**src/rtl/slm_pkg.sv**
```systemverilog
// ----------------------------------------------------------------------------
// slm_pkg
// Shared types and port-level constants for the sequence loss monitor.
// ----------------------------------------------------------------------------
package slm_pkg;

    // Field widths fixed by the stream ports
    localparam int SEQ_PORT_W  = 64;
    localparam int CNT_PORT_W  = 32;
    localparam int NUM_CNT     = 7;
    localparam int S_TDATA_W   = 2 * SEQ_PORT_W;
    localparam int M_TDATA_W   = NUM_CNT * CNT_PORT_W + SEQ_PORT_W;
    localparam int S_TUSER_W   = 2;
    localparam int M_TUSER_W   = 2;

    // Bit positions inside tuser
    localparam int S_TUSER_PRESENT = 0;
    localparam int S_TUSER_VALID   = 1;
    localparam int M_TUSER_FOUND   = 0;
    localparam int M_TUSER_CACHED  = 1;

    // Per-item classification handed from front to back
    typedef struct packed {
        logic inc_total;
        logic inc_valid;
        logic inc_invalid;
        logic inc_msg;
        logic inc_skip;
        logic found;
        logic cached;
        logic last;
    } slm_flags_t;

endpackage

```
**src/rtl/sequence_loss_monitor_top.sv**
```systemverilog
// ----------------------------------------------------------------------------
// sequence_loss_monitor_top
// Frame sequence gap and loss counter with per-batch frame choice.
//
//   channel   dir  tdata                                  tuser           tlast
//   s_*       in   frame_number, message_number           present, valid  batch_last
//   m_*       out  total, valid, invalid, lost_frames,    found, cached   batch_done
//                  message_count, lost_messages,
//                  skipped, chosen_number
//
// One transaction per clock in each direction while m_tready holds; a result
// passes from the classifier into a 2-entry queue, then through the counter
// stage into the output register.
// Reset clears all counters, expected numbers and the batch choice.
// Output stalls back up through the queue; s_tready drops only when it is full.
// ----------------------------------------------------------------------------
module sequence_loss_monitor_top
    import slm_pkg::*;
#(
    parameter int COUNTER_WIDTH  = 32,
    parameter int SEQUENCE_WIDTH = 64
) (
    input  logic                 aclk,
    input  logic                 aresetn,
    input  logic                 s_tvalid,
    output logic                 s_tready,
    input  logic [S_TDATA_W-1:0] s_tdata,   // frame_number, message_number
    input  logic [S_TUSER_W-1:0] s_tuser,   // frame_present, sample_valid
    input  logic                 s_tlast,   // batch_last
    output logic                 m_tvalid,
    input  logic                 m_tready,
    output logic [M_TDATA_W-1:0] m_tdata,   // total_count, valid_count, invalid_count,
                                            // lost_frames, message_count, lost_messages,
                                            // skipped_count, chosen_number
    output logic [M_TUSER_W-1:0] m_tuser,   // chosen_found, chosen_cached
    output logic                 m_tlast    // batch_done
);

    localparam int CW      = COUNTER_WIDTH;
    localparam int SW      = SEQUENCE_WIDTH;
    localparam int FLAGS_W = $bits(slm_flags_t);
    localparam int ENTRY_W = FLAGS_W + 2 * CW + SW;

    logic               s_accept;
    slm_flags_t         f_flags, b_flags;
    logic [CW-1:0]      f_fgap, f_mgap, b_fgap, b_mgap;
    logic [SW-1:0]      f_chosen, b_chosen;
    logic [ENTRY_W-1:0] q_in, q_out;
    logic               q_full, q_valid, q_pop;

    logic [CNT_PORT_W-1:0] total_count, valid_count, invalid_count, lost_frames;
    logic [CNT_PORT_W-1:0] message_count, lost_messages, skipped_count;
    logic [SEQ_PORT_W-1:0] chosen_number;
    logic                  chosen_found, chosen_cached;

    assign s_tready = !q_full;
    assign s_accept = s_tvalid && s_tready;

    slm_front #(
        .COUNTER_WIDTH  (CW),
        .SEQUENCE_WIDTH (SW)
    ) u_front (
        .aclk           (aclk),
        .aresetn        (aresetn),
        .accept         (s_accept),
        .frame_present  (s_tuser[S_TUSER_PRESENT]),
        .sample_valid   (s_tuser[S_TUSER_VALID]),
        .frame_number   (s_tdata[SEQ_PORT_W-1:0]),
        .message_number (s_tdata[S_TDATA_W-1:SEQ_PORT_W]),
        .batch_last     (s_tlast),
        .flags          (f_flags),
        .frame_gap      (f_fgap),
        .msg_gap        (f_mgap),
        .chosen         (f_chosen)
    );

    assign q_in = {f_chosen, f_mgap, f_fgap, f_flags};

    slm_queue #(
        .WIDTH (ENTRY_W)
    ) u_queue (
        .aclk      (aclk),
        .aresetn   (aresetn),
        .push      (s_accept),
        .push_data (q_in),
        .full      (q_full),
        .pop       (q_pop),
        .not_empty (q_valid),
        .pop_data  (q_out)
    );

    assign {b_chosen, b_mgap, b_fgap, b_flags} = q_out;

    slm_back #(
        .COUNTER_WIDTH  (CW),
        .SEQUENCE_WIDTH (SW)
    ) u_back (
        .aclk          (aclk),
        .aresetn       (aresetn),
        .in_valid      (q_valid),
        .in_pop        (q_pop),
        .flags         (b_flags),
        .frame_gap     (b_fgap),
        .msg_gap       (b_mgap),
        .chosen        (b_chosen),
        .out_valid     (m_tvalid),
        .out_ready     (m_tready),
        .total_count   (total_count),
        .valid_count   (valid_count),
        .invalid_count (invalid_count),
        .lost_frames   (lost_frames),
        .message_count (message_count),
        .lost_messages (lost_messages),
        .skipped_count (skipped_count),
        .chosen_number (chosen_number),
        .chosen_found  (chosen_found),
        .chosen_cached (chosen_cached),
        .batch_done    (m_tlast)
    );

    assign m_tdata = {chosen_number, skipped_count, lost_messages, message_count,
                      lost_frames, invalid_count, valid_count, total_count};
    assign m_tuser = {chosen_cached, chosen_found};

    // Cached choice is always a found choice
    assert property (@(posedge aclk) disable iff (!aresetn)
        m_tvalid && chosen_cached |-> chosen_found)
        else $error("cached result without found flag");

    // A choice is reported only at batch end
    assert property (@(posedge aclk) disable iff (!aresetn)
        m_tvalid && chosen_found |-> m_tlast)
        else $error("frame choice outside batch end");

    // Backpressure on input only when the queue holds entries
    assert property (@(posedge aclk) disable iff (!aresetn)
        !s_tready |-> q_valid)
        else $error("input stalled with empty queue");

    // A queued entry is drained whenever the output slot is free
    assert property (@(posedge aclk) disable iff (!aresetn)
        q_valid && !m_tvalid |-> q_pop)
        else $error("queue not drained into free output slot");

endmodule

```
**src/rtl/slm_front.sv**
```systemverilog
// ----------------------------------------------------------------------------
// slm_front
// Classifies each accepted descriptor: sequence gaps, batch choice, flags.
// ----------------------------------------------------------------------------
module slm_front
    import slm_pkg::*;
#(
    parameter int COUNTER_WIDTH  = 32,
    parameter int SEQUENCE_WIDTH = 64
) (
    input  logic                      aclk,
    input  logic                      aresetn,
    input  logic                      accept,
    input  logic                      frame_present,
    input  logic                      sample_valid,
    input  logic [SEQ_PORT_W-1:0]     frame_number,
    input  logic [SEQ_PORT_W-1:0]     message_number,
    input  logic                      batch_last,
    output slm_flags_t                flags,
    output logic [COUNTER_WIDTH-1:0]  frame_gap,
    output logic [COUNTER_WIDTH-1:0]  msg_gap,
    output logic [SEQUENCE_WIDTH-1:0] chosen
);

    localparam int CW = COUNTER_WIDTH;
    localparam int SW = SEQUENCE_WIDTH;
    localparam int GW = (CW > SW) ? CW : SW;

    logic [SW-1:0] exp_frame_reg, exp_frame_next;
    logic [SW-1:0] exp_msg_reg,   exp_msg_next;
    logic [SW-1:0] best_reg,      best_next;
    logic          has_best_reg,  has_best_next;
    logic [SW-1:0] held_reg,      held_next;
    logic          held_vld_reg,  held_vld_next;

    logic [SW-1:0] fnum, mnum;
    logic          is_frame, msg_tracked, take;
    logic          cur_has;
    logic [SW-1:0] cur_best;

    // Zero expected means nothing expected yet; backward step counts one
    function automatic logic [SW-1:0] gap_of(input logic [SW-1:0] exp_v,
                                             input logic [SW-1:0] got);
        logic [SW-1:0] res;
        if (exp_v == '0 || got == exp_v) begin
            res = '0;
        end else if (got > exp_v) begin
            res = got - exp_v;
        end else begin
            res = SW'(1);
        end
        return res;
    endfunction

    function automatic logic [CW-1:0] clamp(input logic [SW-1:0] g);
        logic [CW-1:0] top;
        logic [CW-1:0] res;
        top = '1;
        if (GW'(g) > GW'(top)) begin
            res = top;
        end else begin
            res = CW'(g);
        end
        return res;
    endfunction

    always_comb begin
        fnum        = SW'(frame_number);
        mnum        = SW'(message_number);
        is_frame    = frame_present && sample_valid;
        msg_tracked = is_frame && (mnum != '0);
        take        = !has_best_reg || (fnum > best_reg);

        flags.inc_total   = frame_present;
        flags.inc_valid   = is_frame;
        flags.inc_invalid = frame_present && !sample_valid;
        flags.inc_msg     = msg_tracked;
        flags.inc_skip    = is_frame && !take;
        flags.last        = batch_last;

        frame_gap = is_frame    ? clamp(gap_of(exp_frame_reg, fnum)) : '0;
        msg_gap   = msg_tracked ? clamp(gap_of(exp_msg_reg, mnum))   : '0;

        exp_frame_next = is_frame    ? fnum + SW'(1) : exp_frame_reg;
        exp_msg_next   = msg_tracked ? mnum + SW'(1) : exp_msg_reg;

        cur_has  = has_best_reg || is_frame;
        cur_best = (is_frame && take) ? fnum : best_reg;

        best_next     = cur_best;
        has_best_next = cur_has;
        held_next     = held_reg;
        held_vld_next = held_vld_reg;
        chosen        = '0;
        flags.found   = 1'b0;
        flags.cached  = 1'b0;

        if (batch_last) begin
            if (cur_has) begin
                chosen        = cur_best;
                flags.found   = 1'b1;
                held_next     = cur_best;
                held_vld_next = 1'b1;
            end else if (held_vld_reg) begin
                chosen       = held_reg;
                flags.found  = 1'b1;
                flags.cached = 1'b1;
            end
            best_next     = '0;
            has_best_next = 1'b0;
        end
    end

    always_ff @(posedge aclk) begin
        if (!aresetn) begin
            exp_frame_reg <= '0;
            exp_msg_reg   <= '0;
            best_reg      <= '0;
            has_best_reg  <= 1'b0;
            held_reg      <= '0;
            held_vld_reg  <= 1'b0;
        end else if (accept) begin
            exp_frame_reg <= exp_frame_next;
            exp_msg_reg   <= exp_msg_next;
            best_reg      <= best_next;
            has_best_reg  <= has_best_next;
            held_reg      <= held_next;
            held_vld_reg  <= held_vld_next;
        end
    end

endmodule

```
**src/rtl/slm_queue.sv**
```systemverilog
// ----------------------------------------------------------------------------
// slm_queue
// Two-entry FIFO between the classifier and the counter stage.
// ----------------------------------------------------------------------------
module slm_queue
    import slm_pkg::*;
#(
    parameter int WIDTH = 8
) (
    input  logic             aclk,
    input  logic             aresetn,
    input  logic             push,
    input  logic [WIDTH-1:0] push_data,
    output logic             full,
    input  logic             pop,
    output logic             not_empty,
    output logic [WIDTH-1:0] pop_data
);

    localparam int DEPTH = 2;

    logic [WIDTH-1:0] mem [DEPTH];
    logic             wr_ptr_reg, wr_ptr_next;
    logic             rd_ptr_reg, rd_ptr_next;
    logic [1:0]       count_reg,  count_next;

    assign full      = (count_reg == 2'(DEPTH));
    assign not_empty = (count_reg != '0);
    assign pop_data  = mem[rd_ptr_reg];

    always_comb begin
        wr_ptr_next = push ? ~wr_ptr_reg : wr_ptr_reg;
        rd_ptr_next = pop  ? ~rd_ptr_reg : rd_ptr_reg;
        count_next  = count_reg + 2'(push) - 2'(pop);
    end

    always_ff @(posedge aclk) begin
        if (push) begin
            mem[wr_ptr_reg] <= push_data;
        end
    end

    always_ff @(posedge aclk) begin
        if (!aresetn) begin
            wr_ptr_reg <= 1'b0;
            rd_ptr_reg <= 1'b0;
            count_reg  <= '0;
        end else begin
            wr_ptr_reg <= wr_ptr_next;
            rd_ptr_reg <= rd_ptr_next;
            count_reg  <= count_next;
        end
    end

endmodule

```
**src/rtl/slm_back.sv**
```systemverilog
// ----------------------------------------------------------------------------
// slm_back
// Saturating counters and the result output register.
// ----------------------------------------------------------------------------
module slm_back
    import slm_pkg::*;
#(
    parameter int COUNTER_WIDTH  = 32,
    parameter int SEQUENCE_WIDTH = 64
) (
    input  logic                      aclk,
    input  logic                      aresetn,
    input  logic                      in_valid,
    output logic                      in_pop,
    input  slm_flags_t                flags,
    input  logic [COUNTER_WIDTH-1:0]  frame_gap,
    input  logic [COUNTER_WIDTH-1:0]  msg_gap,
    input  logic [SEQUENCE_WIDTH-1:0] chosen,
    output logic                      out_valid,
    input  logic                      out_ready,
    output logic [CNT_PORT_W-1:0]     total_count,
    output logic [CNT_PORT_W-1:0]     valid_count,
    output logic [CNT_PORT_W-1:0]     invalid_count,
    output logic [CNT_PORT_W-1:0]     lost_frames,
    output logic [CNT_PORT_W-1:0]     message_count,
    output logic [CNT_PORT_W-1:0]     lost_messages,
    output logic [CNT_PORT_W-1:0]     skipped_count,
    output logic [SEQ_PORT_W-1:0]     chosen_number,
    output logic                      chosen_found,
    output logic                      chosen_cached,
    output logic                      batch_done
);

    localparam int CW = COUNTER_WIDTH;

    logic [CW-1:0] total_reg,    total_next;
    logic [CW-1:0] valid_reg,    valid_next;
    logic [CW-1:0] invalid_reg,  invalid_next;
    logic [CW-1:0] lost_f_reg,   lost_f_next;
    logic [CW-1:0] msg_reg,      msg_next;
    logic [CW-1:0] lost_m_reg,   lost_m_next;
    logic [CW-1:0] skip_reg,     skip_next;

    logic                  out_valid_reg;
    logic [CNT_PORT_W-1:0] total_o_reg, valid_o_reg, invalid_o_reg, lost_f_o_reg;
    logic [CNT_PORT_W-1:0] msg_o_reg, lost_m_o_reg, skip_o_reg;
    logic [SEQ_PORT_W-1:0] chosen_o_reg;
    logic                  found_o_reg, cached_o_reg, last_o_reg;

    // a + b, clipped to all ones on carry out
    function automatic logic [CW-1:0] sat_add(input logic [CW-1:0] a,
                                              input logic [CW-1:0] b);
        logic [CW:0] sum;
        sum = {1'b0, a} + {1'b0, b};
        return sum[CW] ? {CW{1'b1}} : sum[CW-1:0];
    endfunction

    assign in_pop = in_valid && (!out_valid_reg || out_ready);

    always_comb begin
        total_next   = sat_add(total_reg,   CW'(flags.inc_total));
        valid_next   = sat_add(valid_reg,   CW'(flags.inc_valid));
        invalid_next = sat_add(invalid_reg, CW'(flags.inc_invalid));
        lost_f_next  = sat_add(lost_f_reg,  frame_gap);
        msg_next     = sat_add(msg_reg,     CW'(flags.inc_msg));
        lost_m_next  = sat_add(lost_m_reg,  msg_gap);
        skip_next    = sat_add(skip_reg,    CW'(flags.inc_skip));
    end

    always_ff @(posedge aclk) begin
        if (!aresetn) begin
            total_reg     <= '0;
            valid_reg     <= '0;
            invalid_reg   <= '0;
            lost_f_reg    <= '0;
            msg_reg       <= '0;
            lost_m_reg    <= '0;
            skip_reg      <= '0;
            out_valid_reg <= 1'b0;
        end else begin
            if (in_pop) begin
                total_reg     <= total_next;
                valid_reg     <= valid_next;
                invalid_reg   <= invalid_next;
                lost_f_reg    <= lost_f_next;
                msg_reg       <= msg_next;
                lost_m_reg    <= lost_m_next;
                skip_reg      <= skip_next;
                out_valid_reg <= 1'b1;
            end else if (out_ready) begin
                out_valid_reg <= 1'b0;
            end
        end
    end

    // Result payload, no reset needed
    always_ff @(posedge aclk) begin
        if (in_pop) begin
            total_o_reg   <= CNT_PORT_W'(total_next);
            valid_o_reg   <= CNT_PORT_W'(valid_next);
            invalid_o_reg <= CNT_PORT_W'(invalid_next);
            lost_f_o_reg  <= CNT_PORT_W'(lost_f_next);
            msg_o_reg     <= CNT_PORT_W'(msg_next);
            lost_m_o_reg  <= CNT_PORT_W'(lost_m_next);
            skip_o_reg    <= CNT_PORT_W'(skip_next);
            chosen_o_reg  <= SEQ_PORT_W'(chosen);
            found_o_reg   <= flags.found;
            cached_o_reg  <= flags.cached;
            last_o_reg    <= flags.last;
        end
    end

    assign out_valid     = out_valid_reg;
    assign total_count   = total_o_reg;
    assign valid_count   = valid_o_reg;
    assign invalid_count = invalid_o_reg;
    assign lost_frames   = lost_f_o_reg;
    assign message_count = msg_o_reg;
    assign lost_messages = lost_m_o_reg;
    assign skipped_count = skip_o_reg;
    assign chosen_number = chosen_o_reg;
    assign chosen_found  = found_o_reg;
    assign chosen_cached = cached_o_reg;
    assign batch_done    = last_o_reg;

endmodule
```
**config.mk**
```make
export PLATFORM = sky130hd
export DESIGN_NAME = sequence_loss_monitor_top
export DESIGN_NICKNAME = d
export VERILOG_FILES = /design/src/rtl/slm_pkg.sv /design/src/rtl/sequence_loss_monitor_top.sv /design/src/rtl/slm_front.sv /design/src/rtl/slm_queue.sv /design/src/rtl/slm_back.sv
export SDC_FILE = /design/constraint.sdc
export NUM_CORES = 2
export LEC_CHECK = 0
export ABC_AREA = 1
export BUFFER_PORTS_ARGS = -buffer_cell sky130_fd_sc_hd__buf_2
export CORE_MARGIN = 3
export CORE_UTILIZATION = 46
export DETAILED_ROUTE_END_ITERATION = 6
export MAX_ROUTING_LAYER = met4
export SLEW_MARGIN = 20
export SYNTH_ARGS = -nofsm -noshare
export SYNTH_HDL_FRONTEND = slang
export SYNTH_SLANG_ARGS = --single-unit
```
**constraint.sdc**
```tcl
create_clock -name aclk -period 20.3 [get_ports aclk]
set_input_delay 2.03 -clock aclk [delete_from_list [all_inputs] [get_ports aclk]]
set_output_delay 2.03 -clock aclk [all_outputs]
set_load 0.005 [all_outputs]
```
======== Word level (Yosys, flattened, before mapping) ========
Memory sizes are Yosys's and may differ from the RTL's. A register that Yosys moved wholly into a read port is not among the register bits.
Cells that the tools add are included.
Widths: inputs -> output; s select.
storage, ports and cells
  bits in registers ....................... 778
  output and inout bits ................... 293
  bits in writable memories ............... 272
  memories kept ........................... 1
  input port bits ......................... 135
cells by class
  add/subtract/negate cells ............... 13
  eq/ne operators ......................... 3
  $lt $le $gt $ge ......................... 5
  mux-type cells .......................... 31
  bitwise logic cells ..................... 2
  reduce and logical (&&, ||, !) cells .... 25
memories
  memory       words  width  read ports  clocked after Yosys merged registers in  wr ports  line             RTL
  u_queue.mem  2      136    1           1                                        1         slm_queue.sv:22  logic [WIDTH-1:0] mem [DEPTH];
operators with widths
  operator               number
  $mux 64                9
  $mux 32                11
  $gt 64x64->1           3
  $add 32x1->33          5
  $add 64x1->64 const B  2
  $eq 64x64->1           2
  $gt 64x32->1 const B   2
  $logic_not 64->1       2
  $sub 64x64->64         2
  $add 32x32->33         2
  $reduce_bool 64->1     1
  $mux 1                 9
  $logic_and 1x1->1      7
  $logic_not 1->1        5
  $logic_or 1x1->1       5
  $mux 2                 2
  $reduce_and 2->1       2
  $reduce_bool 2->1      2
  $reduce_and 3->1       1
  $add 2x1->2            1
  $eq 2x2->1 const B     1
  $not 1->1              2
  $sub 2x1->2            1

======== Depth between registers and ports, before layout ========
  word-level depth ........................ 6
  mapped depth ............................ 25
  gate-level depth less buffers ........... 24

======== By module ========
From an unflattened synthesis, not the netlist that was laid out.
second synthesis, totals
  cell total of the unflattened synthesis .. 9220
  area, all modules ....................... 67338.3 sq um
by module, submodules not included
  module                     area an instance (sq um)  cells each  sequential area each (sq um)  instances
  slm_front                  29288.1                   5212        5165.0                        1
  slm_back                   27834.2                   3547        13242.7                       1
  slm_queue                  10187.3                   456         8267.9                        1
  sequence_loss_monitor_top  28.8                      5           0.0                           1

======== Least setup slack after synthesis ========
Ideal clock, no wire load.
  path type ............................... in2reg
  from .................................... in m_tready
  to ...................................... reg u_queue.count_reg[1]
  data arrival time ....................... 12.537 ns
  slack ................................... 7.693 ns
  stages on the path ...................... 10
  buffers on the path ..................... 2
  cell sequence ........................... nor2_1 a21oi_1 clkbuf_1 buf_1 ha_1 inv_1 ha_1 xor2_1 o21ai_0 a21oi_1
on the way
  longest elaborated chain between the ends .. 3
ends and longest elaborated chain
  item                    line                             RTL
  start: declaration      sequence_loss_monitor_top.sv:31  input logic m_tready,
  $logic_or 1x1->1        slm_back.sv:58                   assign in_pop = in_valid && (!out_valid_reg || out_ready);
  $logic_and 1x1->1       slm_back.sv:58
  net q_pop               sequence_loss_monitor_top.sv:49  logic q_full, q_valid, q_pop;
  $sub 2x1->2             slm_queue.sv:34                  count_next = count_reg + 2'(push) - 2'(pop);
  end signal: assignment  slm_queue.sv:51                  count_reg <= count_next;
  end: declaration        slm_queue.sv:25                  logic [1:0] count_reg, count_next;
The timed path passes the listed nets, and every way through them passes these cells.
A chain may end at the register's enable or synchronous reset.

======== Worst setup path in the final report ========
  from .................................... in s_tdata[69]
  to ...................................... mem u_queue.mem[0][43] (netlist bit), data pin
on the way
  longest elaborated chain between the ends .. 6
  elaborated cells on any way between the ends .. 11
  classes of those cells .................. 1 x add/sub; 2 x order compare; 1 x eq/ne; 4 x mux; 3 x reduce/logical
ends and longest elaborated chain
  item                                          line                              RTL
  start: declaration                            sequence_loss_monitor_top.sv:27   input logic [S_TDATA_W-1:0] s_tdata,
  $sub 64x64->64, or another cell as far along  slm_front.sv:48                   res = got - exp_v;
  $mux 64 or $logic_or 1x1->1 (tied branches)   slm_front.sv:47, slm_front.sv:45
  $mux 64                                       slm_front.sv:45                   if (exp_v == '0 || got == exp_v) begin
  $gt 64x32->1                                  slm_front.sv:59                   if (GW'(g) > GW'(top)) begin
  $mux 32                                       slm_front.sv:59
  $mux 32 (*)                                   slm_front.sv:82                   msg_gap = msg_tracked ? clamp(gap_of(exp_msg_reg, mnum)) : '0;
  net f_mgap[3]                                 sequence_loss_monitor_top.sv:46   logic [CW-1:0] f_fgap, f_mgap, b_fgap, b_mgap;
  end: declaration                              slm_queue.sv:22
The timed path passes the listed nets; every way through them passes the cells marked *.

==> results.cfg <==
[timing]
grt_setup_unrepaired = false
whs_ns = 0.4419
timing.final.crit_share_pct = 26.05
slew_headroom_pct = 24.59
max_freq_mhz = 189.1
tns_ns = 0
period_needed_ns = 5.288
slew_violations = 0
clock_skew_ns = 0.07173
finalHoldViolCount = 0
setup_viol = 0
tightest_slew_ns = 1.131

[placed_design]
gp_congestion = 1.012
portBuffers = 427
place_hpwl_um = 160400

[floorplan]
core_region_area_um2 = 141800
ios = 428
die_h_um = 384.0
start_util_pct = 46.37
die_w_um = 384.0
row_count = 138
dieArea_um2 = 147500

[worst_setup_path]
r2r-end = u_back.lost_m_reg[18]$_SDFFE_PN0P_
critPathMaxFanout = 35
cp.arrival_ns = 5.71
required_ns = 20.73
critPathCaptureType = register
start_kind = primary input
r2r_cells = 17
reg2reg_setup_slack_ns = 15.17
crit_type = in2reg

[global_route]
grt_start_max_net_pins = 193
grt_pass1_vias = 55590
top_usage_layer = met2
antenna_found_initial = 10
grt.total_usage_pct = 28.37
gr-usage-met3_pct = 3.306
grt-ovfl-total = 0
grt_first_pass_wirelength_um = 320800
grtUsageMet2_pct = 46.07
use_met1_pct = 37.82

[logic_synthesis]
syn_area_um2 = 65730
ys_async_sr_fraction_pct = 0
synthAdderAreaFrac_pct = 5.281
synth_fp_nets = 9511
synthSimpleGateAreaFrac_pct = 28.88
synth_compound_area_share_pct = 9.895
synth.avg_cell_area_um2 = 7.222
synth_mux_area_share_pct = 2.296
synth.distinct_cells = 57
synth_edf_count = 563
synth_top_family_by_area = simple AND/OR/NAND/NOR gates
yosysSeqAreaShare_pct = 40.58
synth-xor-area-share_pct = 2.439
ys_ff_latch = 1051
synthTopCellsByArea = edfxtp_1 26%, dfxtp_1 15%, nand2_1 13%, inv_1 8.8%, ha_1 5.2%
yosysTopAreaCell = edfxtp_1
synth_flop_cell = edfxtp_1
netlist_instances = 9101
yosys.area.top_type_share_pct = 25.72
yosysWarnings = 0

[drt]
finalWirelength_um = 208900
vias = 59840
wl_per_cell_um = 18.30
via_per_inst = 5.241
drc = 0
ant_nets = 0
first_pass_iters = 6
drt-initial-drc-count = 4614

[cells_and_area]
syn_to_final_growth_pct = 11.39
fillers = 13960
top_register = u_queue.mem
nets = 9829
final_core_util_pct = 51.65
drive_gt1_share_pct = 9.951
largest_reg_flops = 272

[pwr]
irDropWorstVdd_mv = 0.1057
netSwitchingFraction_pct = 39.50
p_comb_share_pct = 38.3
p_sw_mw = 3.505
p_leak_nw = 34.32
p_seq_share_pct = 38.7
p_clk_share_pct = 23.0
powerDensity_nw_per_um2 = 121.2
p_int_mw = 5.368

[min_path]
hold_depth = 1
hp-start = u_queue.rd_ptr_reg$_SDFFE_PN0P_
min_path_type = reg2reg

[clock_network]
clk_pin_slew_ns = 0.06
cts_root_buf = clkbuf_16
cts_max_level = 3
cts_buffers = 113
cts_buffer_depth = 3
cts_tree = done
clock-sinks = 1051
clkLatencyLatePin_ns = 0.75
cts_resized = 0
cts_hold_buf = 0
post-cts-setup-buffer-count = 0

[run]
cap_viol_max_count = 0

[run_status]
outcome = completed
worst max-delay path by stage:
stage / startpoint / end / depth (start not counted)
2_1_floorplan: m_tready / u_queue.count_reg[1]$_SDFF_PN0_ / 10
3_3_place_gp: s_tdata[97] / u_queue.mem[0][71]$_DFFE_PP_ / 17
3_5_place_dp: s_tuser[0] / u_queue.mem[0][110]$_DFFE_PP_ / 10
4_1_cts: s_tuser[0] / u_queue.mem[0][110]$_DFFE_PP_ / 10
6_report: s_tdata[69] / u_queue.mem[0][43]$_DFFE_PP_ / 15
5_1_grt: m_tready / u_back.lost_m_reg[11]$_SDFFE_PN0P_ / 11
critical path, cell delays in order:
cell and delay (ns):
buf_2 0.14, ha_1 0.41, nand2_1 0.14, nor4_1 0.80, nand4_2 0.20, nand2_1 0.14, inv_2 0.22, nand3_1 0.18
nand2_1 0.06, nor2_1 0.11, nand2_1 0.09, nor2_4 0.70, nand2_1 0.14, nand2_2 0.18, nand2_1 0.10
cell type report:
cell class              instances  area, µm²  share of cell area (%)
repair buffers                463       2439                   3.331
well taps                    1890       2365                   3.230
clock buffers                 151       3072                   4.196
diodes                          9      22.52                 0.03076
flip-flops and latches       1051      26680                   36.44
inverters                    1558       5866                   8.012
multi-input cells            6232      32170                   43.94
clock inverters                62      601.8                  0.8220
per-layer routing:
| layer | part of all wire (%) | up-vias |
|---|---|---|
| li1 | - | 30170 |
| met1 | 46 | 27710 |
| met2 | 47 | 1666 |
| met3 | 5.4 | 292 |
| met4 | 2.4 | 0 |
| met5 | 0 | - |
cell usage in the layout (no fill, tap or decap), drive strengths merged, types with 10 or more instances in the layout:
cell and count:
clkbuf 151, mux2 134, xnor2 49, o21ai 481
nor2 878, nand3 636, nor4 97, nand4 138
nand3b 44, ha 271, a221oi 10, and2 18
nand2 2383, a211oi 47, o211ai 14, a21oi 568
or2 52, edfxtp 563, clkinv 48, nor3 162
inv 1560, a31oi 41, xor2 134, dfxtp 488
o21bai 21, buf 463
power by group through the flow:
stage	Sequential, mW	Clock (mW)	Combinational, mW
2_1_floorplan	3.51	0	2.20
3_3_place_gp	3.46	0	3.38
3_5_place_dp	3.47	0	3.40
4_1_cts	3.43	2.10	3.41
5_1_grt	3.50	2.17	3.84
6_report	3.43	2.04	3.40
synthesized netlist by cell type (41+ instances only):
cell         n
or2_2       48
nor3_1     150
nand3_1    615
clkbuf_1   191
ha_1       271
a31oi_1     41
a211oi_1    47
nand3b_1    44
inv_1     1539
nand2_1   2358
mux2_2     134
xnor2_1     49
o21ai_0    477
nand4_1    136
nor2_1     845
edfxtp_1   563
nor4_1      94
dfxtp_1    488
a21oi_1    567
xor2_1     134
stage by stage:
step                power (mW)  cells  area (µm²)  worst slack (ns)
detailed placement       6.866  11190       69490             14.30
CTS                      8.945  11410       73170             15.10
floorplan                5.706   9101       65730             7.693
global route             9.506  11420       73210             14.73
global placement         6.842  11190       69490             14.25
finish                   8.874  11420       73210             15.01
cells by family after synthesis:
kind of cell / count (synthesis)
mux: 134
buf+inv: 1818
xor+xnor: 183
fa+ha+maj: 275
flops: 1051
simple gates: 4422
compound gates: 1218
(Power assumes the default switching activity.)
